## config.mk

```make
export PLATFORM = sky130hd
export DESIGN_NAME = bbf_wrap_add
export DESIGN_NICKNAME = d
export VERILOG_FILES = /design/src/rtl/core/bbf_pkg.sv /design/src/rtl/core/bbf_wrap_add.sv
export SDC_FILE = /design/constraint.sdc
export NUM_CORES = 1
export LEC_CHECK = 0
export ABC_AREA = 0
export ABC_CLOCK_PERIOD_IN_PS = 3230
export BUFFER_PORTS_ARGS = -buffer_cell sky130_fd_sc_hd__buf_2
export CELL_PAD_IN_SITES_DETAIL_PLACEMENT = 1
export CELL_PAD_IN_SITES_GLOBAL_PLACEMENT = 2
export CORE_MARGIN = 8
export CORE_UTILIZATION = 22
export DETAILED_ROUTE_END_ITERATION = 16
export PLACE_DENSITY = 0.95
export SLEW_MARGIN = 0
export SYNTH_ARGS = -nofsm -noshare
export SYNTH_HDL_FRONTEND = slang
export SYNTH_SLANG_ARGS = --single-unit
export TNS_END_PERCENT = 10
```

## constraint.sdc

```tcl
create_clock -name vclk -period 3.23
set_input_delay 0.646 -clock vclk [all_inputs]
set_output_delay 0.646 -clock vclk [all_outputs]
set_load 0.005 [all_outputs]
```

## src/rtl/core/bbf_pkg.sv

```systemverilog
// Shared types and constants of the bounded byte FIFO with end-of-input flag.
// No dependencies; every other file of the block uses this package.
package bbf_pkg;

  localparam int BYTE_W = 8;
  localparam int CNT_W  = 11;
  localparam int LEN_W  = 7;
  localparam int OP_W   = 3;
  localparam int TOT_W  = 32;

  localparam int DEPTH_DEF     = 1024;
  localparam int MAX_BURST_DEF = 64;

  localparam logic [CNT_W-1:0] CAP_RESET = 11'd1024;

  typedef enum logic [OP_W-1:0] {
    OP_WRITE = 3'd0,
    OP_READ  = 3'd1,
    OP_PEEK  = 3'd2,
    OP_POP   = 3'd3,
    OP_END   = 3'd4
  } op_code_t;

  typedef enum logic [1:0] {
    ST_IDLE,
    ST_REPORT,
    ST_FETCH,
    ST_LOAD
  } seq_state_t;

endpackage

```

## src/rtl/core/bbf_wrap_add.sv

```systemverilog
// Shared address unit: adds an offset to a ring index and wraps it at DEPTH.
// Depends on bbf_pkg for the count width; the offset never exceeds DEPTH.
module bbf_wrap_add #(
  parameter int DEPTH = bbf_pkg::DEPTH_DEF,
  parameter int AW    = 10
) (
  input  logic [AW-1:0]             base,
  input  logic [bbf_pkg::CNT_W-1:0] offset,
  output logic [AW-1:0]             sum
);
  import bbf_pkg::*;

  localparam int SW = ((AW > CNT_W) ? AW : CNT_W) + 1;
  localparam logic [SW-1:0] DEPTH_S = SW'(DEPTH);

  logic [SW-1:0] raw;
  logic [SW-1:0] wrapped;

  always_comb begin
    raw = SW'(base) + SW'(offset);
    if (raw >= DEPTH_S) begin
      wrapped = raw - DEPTH_S;
    end else begin
      wrapped = raw;
    end
    sum = wrapped[AW-1:0];
  end

endmodule

```

## Word-level counts from Yosys, hierarchy flattened

Index checks and enable logic that the tools add are counted.

| cells by class | value |
|---|---|
| add/subtract/negate cells | 2 |
| order comparisons | 1 |
| mux-type cells | 1 |

Operators with widths:

| operator | count |
|---|---|
| $add 10x11->12 | 1 |
| $ge 12x11->1 const B | 1 |
| $mux 10 | 1 |
| $sub 10x1->10 const B | 1 |

| storage, ports and cells | value |
|---|---|
| register bits after elaboration | 0 |
| output and inout port bits | 10 |
| word-level logic and storage cells | 4 |

## Depth between registers and ports, before layout

Gate-level depths: netlist (run 1).

| depth | value |
|---|---|
| depth after elaboration | 3 |
| mapped depth | 7 |

## Worst setup path after synthesis (run 1)

Ideal clock, no wire load.

| path | value |
|---|---|
| kind | input port to output port |
| start | in offset[0] (netlist name) |
| end | out sum[8] |
| data arrival time | 1.802 ns |
| required time | 2.584 ns |
| setup slack | 0.782 ns |
| cell stages on the path | 7 |
| path buffers | 0 |
| path through | ha_1 > inv_1 > fa_1 > nand2b_1 > a21oi_1 > a221oi_2 > xnor2_1 |

| between the ends | value |
|---|---|
| word-level cells in the longest chain between the ends | 3 |
| elaborated cells between the ends (all ways) | 4 |
| those cells by class | add/sub (2); order compare (1); mux (1) |

RTL lines:

| element | line | source |
|---|---|---|
| start: declaration | bbf_wrap_add.sv:8 | `input logic [bbf_pkg::CNT_W-1:0] offset,` |
| $add 10x11->12 (*) | bbf_wrap_add.sv:20 | `raw = SW'(base) + SW'(offset);` |
| $sub 10x1->10 / $ge 12x11->1 (equally long branches) | bbf_wrap_add.sv:22, bbf_wrap_add.sv:21 |  |
| $mux 10 (*) | bbf_wrap_add.sv:21 | `if (raw >= DEPTH_S) begin` |
| end: declaration | bbf_wrap_add.sv:9 | `output logic [AW-1:0] sum` |

Every way passes the cells marked *; elsewhere a longest branch is shown, timed or not.

## Worst setup path after layout (run 1)

| path | value |
|---|---|
| start | in offset[5] (netlist name) |
| end | out sum[8] |

Same word-level chain as after synthesis.

==> out/metrics.yaml, run 1 <==
sta:
  tightest_slew_ns: 0.312
  slew_headroom_pct: 79.1
  slew_violations: 0
  fmax_mhz: 366
  fin_ws_ns: 0.500
  tns_ns: 0
  fin_crit_ns: 2.73
  period_share_pct: 84.5
  finalSetupViolCount: 0
  rsz0062_at_grt: "no"
  finalHoldViolCount: 0
  worst_hold_slack_ns: 1.57
setup_path:
  slowest_stage: "ha_1"
  crit_buf_inv: 2
  path_delay_family: "compound AO/OA/AOI/OAI gates"
  cp-start-kind: "input pin"
  critPathRequiredTime_ns: 2.58
  crit_fanout: 5
  cp.arrival_ns: 2.08
  slowest_delay_ns: 0.35
  cp-end-kind: "primary output"
  crit_type: "in -> out"
  cp_cell_sequence: "buf_2 -> ha_1 -> a21o_1 -> a21o_1 -> a221oi_2 -> xnor2_1 -> buf_2"
synthesis:
  ys_seq_area_share_pct: 0
  synth_cells: 51
  syn_area_per_cell_um2: 7.56
  ys_warn_count: 0
  syn-num-nets: 82
  synth_cell_type_count: 17
  netlist_area_um2: 385
placement:
  dp_cells: 98
  numPortBuffers: 30
  place_area_um2: 557
  dpl.hpwl_um: 1200
  gp_congestion: 0.780
  pre_cts_ws_ns: 0.493
routing:
  via_per_inst: 4.63
  antenna_left: 0
  drc_errors: 0
  drt-pass1-iter-count: 2
  wl_um: 1270
  wl_per_cell_um: 13.0
  vias: 454
  drt-initial-drc-count: 1
global_routing:
  first_global_vias: 490
  gr-usage-all-layers_pct: 7.47
  grt_antenna_before_repair: 0
  grt_overflow: 0
  grt_max_degree: 7
  grt_pass1_wl_um: 2160
cells_and_area:
  fin_cells: 98
  seq_cell_count: 0
  nets: 114
  drive_gt1_share_pct: 38.3
  clock_buffers: 0
  seq_area_um2: 0
  design_area_um2: 557
  antennaDiodeCount: 0
  syn2layout_area_growth_pct: 44.5
  fin_util_pct: 33.0
status:
  status: "completed"
floorplanning:
  core-area_mm2: 0.00169
  die_w_um: 57.9
  die_h_um: 57.9
  die-area_mm2: 0.00335
  rows: 15
  pin_count: 31
  start_util_pct: 22.8
pwr:
  max-vdd-ir-drop_v: 0.0000609
  p_leak_nw: 0.304
  p_per_area_mw_per_mm2: 208
  power.total_mw: 0.116
hold_path:
  holdPathStages: 3
  min-delay-path-class: "in -> out"
  worstHoldStart: "base[0]"
  min_to: "sum[0]"
flow_run:
  drv_cap: 0
clock_tree:
  ctsHoldBuffers: 0
  post-cts-setup-buffers: 0
  cts_resized: 0
layer usage:
metal / track usage, % / routed length [um] / vias up
met5: 0 / 0 / -
met4: 0 / 0 / 0
met3: 0.662 / 35 / 0
met2: 15.1 / 712 / 7
met1: 8.52 / 525 / 205
li1: - / - / 242
placed cells by master (no fill, tap or decap):
cell type	instances
fa_1	1
nand2_1	2
a31oi_1	2
inv_1	6
o211ai_1	2
nand3_1	5
a21oi_1	4
o21ai_0	1
a221oi_2	1
ha_1	9
and2_1	1
xor2_1	2
nand2b_1	1
a21o_1	2
o221ai_1	1
nor2_1	4
buf_2	30
xnor2_1	7
power by group:
part	leakage [nW]	internal [mW]	switching, mW
logic	0.304	0.0602	0.0558
registers	0	0	0
clock network	0	0	0
worst max-delay path by stage:
stage               slack (ns)  cells after the start  endpoint  startpoint
global route              0.39                      7    sum[8]   offset[5]
global placement          0.50                      7    sum[8]   offset[5]
CTS                       0.49                      7    sum[8]   offset[5]
floorplan                 0.78                      7    sum[8]   offset[0]
finish                    0.50                      7    sum[8]   offset[5]
detailed placement        0.49                      7    sum[8]   offset[5]
synth_stat cells, drive strengths merged:
cell type  n  area [um2]
ha         9         113
a31oi      2        12.5
nand3      5        25.0
and2       1        6.26
a21o       2        15.0
fa         1        20.0
a221oi     1        15.0
nor2       4        15.0
a21oi      4        20.0
nand2b     1        6.26
inv        6        22.5
o221ai     1        8.76
o21ai      1        5.00
nand2      2        7.51
xnor2      7        61.3
o211ai     2        15.0
xor2       2        17.5
area by class of cell:
type,instances,area (um2)
fill,222,1130
inverter,6,22.5
tap,17,21.3
timing repair buffer,30,150
multi-input combinational,45,363
logic make-up (layout without fill, tap and decap cells):
group / after synthesis / after routing / share of synthesized area [%]
buffers and inverters: 6 / 36 / 5.84
XOR/XNOR: 9 / 9 / 20.5
AND/OR/NAND/NOR: 13 / 13 / 15.6
adder cells (fa/ha/maj): 10 / 10 / 34.4
AO/OA/AOI/OAI: 13 / 13 / 23.7
Note: power is estimated with default switching activity, not from simulation.
==> inputs of run 2 (changes only) <==
--- a/config.mk
+++ b/config.mk
@@ -6,14 +6,15 @@
 export NUM_CORES = 1
 export LEC_CHECK = 0
 export ABC_AREA = 0
-export ABC_CLOCK_PERIOD_IN_PS = 3230
+export ABC_CLOCK_PERIOD_IN_PS = 2700
 export BUFFER_PORTS_ARGS = -buffer_cell sky130_fd_sc_hd__buf_2
 export CELL_PAD_IN_SITES_DETAIL_PLACEMENT = 1
 export CELL_PAD_IN_SITES_GLOBAL_PLACEMENT = 2
+export CORE_ASPECT_RATIO = 0.7
 export CORE_MARGIN = 8
-export CORE_UTILIZATION = 22
+export CORE_UTILIZATION = 20
 export DETAILED_ROUTE_END_ITERATION = 16
-export PLACE_DENSITY = 0.95
+export PLACE_DENSITY = 0.92
 export SLEW_MARGIN = 0
 export SYNTH_ARGS = -nofsm -noshare
 export SYNTH_HDL_FRONTEND = slang
==> constraint.sdc (replaced) <==
create_clock -name vclk -period 2.7
set_input_delay 0.54 -clock vclk [all_inputs]
set_output_delay 0.54 -clock vclk [all_outputs]
set_load 0.005 [all_outputs]
==> out/metrics.yaml, run 2 (synthesized netlist as in run 1, its figures left out) <==
status:
  status: "completed"
cells_and_area:
  seq_cell_count: 0  # unchanged
  drive_gt1_share_pct: 39.0  # +0.75 points
  nets: 115  # +0.88%
  final_cell_mix: "30 x buf_2, 9 x ha_1, 7 x xnor2_1, 6 x inv_1, 5 x nand3_1"
  final_common_cell: "buf_2"
  antennaDiodeCount: 0  # unchanged
  clock_buffers: 0  # unchanged
  syn2layout_area_growth_pct: 48.1
  seq_area_um2: 0  # unchanged
global_routing:
  grt_max_degree: 7  # unchanged
  grt_overflow: 0  # unchanged
  grt_antenna_before_repair: 0  # unchanged
  first_global_vias: 450  # -8.2%
  gr-usage-all-layers_pct: 7.10  # -0.37 points
  grt_pass1_wl_um: 2130  # -1.6%
routing:
  antenna_left: 0  # unchanged
  drt-initial-drc-count: 2  # +1
  drc_errors: 0  # unchanged
  drt-pass1-iter-count: 3  # +1
  wl_per_cell_um: 12.3  # -5.1%
  via_per_inst: 4.29  # -7.4%
  wl_um: 1280  # +0.71%
  vias: 446  # -1.8%
floorplanning:
  pin_count: 31  # unchanged
  rows: 13  # -2
  die_w_um: 68.5  # +18%
  die-area_mm2: 0.00361  # +7.8%
  die_h_um: 52.7  # -8.9%
  core-area_mm2: 0.00184  # +8.8%
  start_util_pct: 21.0  # -1.8 points
sta:
  finalHoldViolCount: 0  # unchanged
  fin_ws_ns: 0.169  # -0.331 ns
  period_share_pct: 93.7
  slew_headroom_pct: 79.7  # +0.55 points
  tightest_slew_ns: 0.303  # -0.00825 ns
  finalSetupViolCount: 0  # unchanged
  fin_crit_ns: 2.53
  worst_hold_slack_ns: 1.36  # -0.212 ns
  tns_ns: 0  # unchanged
  rsz0062_at_grt: "no"
  fmax_mhz: 395
  slew_violations: 0  # unchanged
setup_path:
  slowest_stage: "fa_1"
  setup.worst_path.start: "offset[0]"
  cp_cell_sequence: "buf_2 -> ha_1 -> inv_1 -> fa_1 -> nand2b_1 -> a21oi_1 -> a221oi_2 -> xnor2_1 -> buf_2"
  critPathRequiredTime_ns: 2.16  # -0.42 ns
  crit_type: "in -> out"
  slowest_delay_ns: 0.40  # +0.05 ns
  cp-end-kind: "primary output"
  cpMostUsedCell: "buf_2"
  cp-start-kind: "input pin"
  crit_fanout: 2  # -3
  cp.arrival_ns: 1.99  # -0.09 ns
  crit_buf_inv: 3  # +1
  path_delay_family: "adder cells"
placement:
  dpl.hpwl_um: 1190  # -0.82%
  pre_cts_ws_ns: 0.143  # -0.349 ns
  gp_congestion: 0.692  # -11%
  numPortBuffers: 30  # unchanged
flow_run:
  drv_cap: 0  # unchanged
pwr:
  max-vdd-ir-drop_v: 0.0000819  # +34%
  p_leak_nw: 0.309  # +1.6%
  p_per_area_mw_per_mm2: 249  # +19%
hold_path:
  min_to: "sum[0]"
  holdPathStages: 3  # unchanged
  min-delay-path-class: "in -> out"
  worstHoldStart: "base[0]"
clock_tree:
  cts_resized: 0  # unchanged
  ctsHoldBuffers: 0  # unchanged
  post-cts-setup-buffers: 0  # unchanged
## run 2: power by group
| group | internal (mW) | switching (mW) |
|---|---|---|
| Sequential | 0 | 0 |
| Combinational | 0.0736 | 0.0683 |
| Clock | 0 | 0 |
| Total | 0.0736 | 0.0683 |
## run 2: how the worst max path moves through the flow
stage	end	slack [ns]	cells past startpoint
finish	sum[8]	0.17	9
global route	sum[6]	0.007	9
floorplan	sum[8]	0.46	7
global placement	sum[8]	0.18	9
detailed placement	sum[8]	0.14	9
CTS	sum[6]	0.14	9
## run 2: area by class of cell
type / count / area, um2
tap: 22 / 27.5
timing repair buffer: 31 / 158
fill: 233 / 1270
multi-input combinational: 45 / 363
inverter: 6 / 22.5
## run 2: layer usage
metal / GRT usage [%] / wire length [um]
met1: 10.7 / 639
met2: 10.9 / 586
met3: 0.855 / 55
met4: 0 / 0
met5: 0 / 0
## run 2: per-stage QoR
step	cells	power, mW	utilization [%]	area, um2
floorplan	51	0.0836	-	385
global placement	104	0.140	31.0	571
detailed placement	104	0.144	31.0	571
CTS	104	0.145	31.0	571
global route	104	0.162	31.0	571
finish	104	0.142	31.0	571
==> inputs of run 3 (changes only) <==
--- a/config.mk
+++ b/config.mk
@@ -14,7 +14,7 @@
 export CORE_MARGIN = 8
 export CORE_UTILIZATION = 20
 export DETAILED_ROUTE_END_ITERATION = 16
-export PLACE_DENSITY = 0.92
+export PLACE_DENSITY = 0.89
 export SLEW_MARGIN = 0
 export SYNTH_ARGS = -nofsm -noshare
 export SYNTH_HDL_FRONTEND = slang
==> out/metrics.yaml, run 3 (synthesized netlist as in run 1, its figures left out) <==
clock_tree:
  ctsHoldBuffers: 0  # unchanged
  cts_resized: 0  # unchanged
  post-cts-setup-buffers: 0  # unchanged
placement:
  numPortBuffers: 30  # unchanged
  dpl.hpwl_um: 1170  # -1.7%
  gp_congestion: 0.699  # +1.0%
sta:
  tns_ns: 0  # unchanged
  rsz0062_at_grt: "no"
  slew_headroom_pct: 78.9  # -0.78 points
  worst_hold_slack_ns: 1.36  # +0.00444 ns
  slew_violations: 0  # unchanged
  finalHoldViolCount: 0  # unchanged
  fin_crit_ns: 2.55  # +0.0160 ns
  fmax_mhz: 393  # -0.63%
  period_share_pct: 94.3  # +0.59 points
  finalSetupViolCount: 0  # unchanged
  tightest_slew_ns: 0.315  # +0.0116 ns
cells_and_area:
  multi_input_area_um2: 363  # unchanged
  final_common_cell: "buf_2"
  final_cell_mix: "30 x buf_2, 9 x ha_1, 7 x xnor2_1, 6 x inv_1, 5 x nand3_1"
  nets: 115  # unchanged
  syn2layout_area_growth_pct: 48.1  # unchanged
  antennaDiodeCount: 0  # unchanged
  drive_gt1_share_pct: 39.0  # unchanged
  seq_cell_count: 0  # unchanged
  clock_buffers: 0  # unchanged
  fillCellCount: 237  # +1.7%
  seq_area_um2: 0  # unchanged
setup_path:
  path_delay_family: "adder cells"
  cpMostUsedCell: "buf_2"
  cp-start-kind: "input pin"
  crit_buf_inv: 3  # unchanged
  cp_cell_sequence: "buf_2 -> ha_1 -> inv_1 -> fa_1 -> nand2b_1 -> a21oi_1 -> nor2_1 -> xnor2_1 -> buf_2"
  crit_type: "in -> out"
  critPathRequiredTime_ns: 2.16  # about the same
  cp.arrival_ns: 2.01  # +0.02 ns
  cp-end-kind: "primary output"
  slowest_stage: "fa_1"
  slowest_delay_ns: 0.40  # about the same
  crit_fanout: 2  # unchanged
global_routing:
  first_global_vias: 448  # -0.44%
  gr-usage-all-layers_pct: 6.88  # -0.22 points
  grt_antenna_before_repair: 0  # unchanged
  grt_max_degree: 7  # unchanged
  grt_overflow: 0  # unchanged
  grt_pass1_wl_um: 2100  # -0.99%
hold_path:
  min-delay-path-class: "in -> out"
  worstHoldStart: "base[0]"
  holdPathStages: 3  # unchanged
  min_to: "sum[0]"
floorplanning:
  rows: 13  # unchanged
  start_util_pct: 21.0  # unchanged
  die_w_um: 68.5  # unchanged
  die-area_mm2: 0.00361  # unchanged
  die_h_um: 52.7  # unchanged
  pin_count: 31  # unchanged
  core-area_mm2: 0.00184  # unchanged
routing:
  via_per_inst: 4.39  # +2.5%
  vias: 457  # +2.5%
  drc_errors: 0  # unchanged
  drt-pass1-iter-count: 3  # unchanged
  antenna_left: 0  # unchanged
  drt-initial-drc-count: 4  # +2
  wl_um: 1260  # -1.8%
  wl_per_cell_um: 12.1  # -1.8%
pwr:
  p_per_area_mw_per_mm2: 247  # -0.76%
  max-vdd-ir-drop_v: 0.0000746  # -8.8%
  p_leak_nw: 0.309  # unchanged
status:
  status: "completed"
flow_run:
  drv_cap: 0  # unchanged
## run 3: cell counts in the layout (fill, tap and decap cells not counted)
No cell type changed its count.
## run 3: layout make-up
type	count	area share (%)
multi-input combinational	45	63.6
timing repair buffer	31	27.6
tap	22	4.82
inverter	6	3.95
## run 3: worst max path at each step
stage	start	end	slack [ns]	cells after the start
4_1_cts	offset[0]	sum[6]	0.15	9
6_report	offset[0]	sum[6]	0.15	9
2_1_floorplan	offset[0]	sum[8]	0.46	7
3_5_place_dp	offset[0]	sum[8]	0.17	9
3_3_place_gp	offset[0]	sum[8]	0.18	9
5_1_grt	offset[0]	sum[8]	0.06	9
## run 3: metrics by stage
step	total power [mW]	util [%]	setup slack, ns	cell area [um2]	instances
5_1_grt	0.159	31.0	0.0623	571	104
2_1_floorplan	0.0836	-	0.464	385	51
6_report	0.141	31.0	0.153	571	104
4_1_cts	0.144	31.0	0.153	571	104
3_3_place_gp	0.141	31.0	0.183	571	104
3_5_place_dp	0.143	31.0	0.171	571	104
## run 3: power by group
group,total (mW),switching (mW),leakage (nW),internal (mW)
clock,0,0,0,0
sequential,0,0,0,0
combinational,0.141,0.0673,0.309,0.0735
total,0.141,0.0673,0.309,0.0735
## run 3: metal layers
layer | GRT usage [%] | wire length (um) | up-vias
li1 | - | - | 247
met1 | 10.3 | 623 | 199
met2 | 10.6 | 573 | 11
met3 | 0.855 | 61 | 0
met4 | 0 | 0 | 0
met5 | 0 | 0 | -
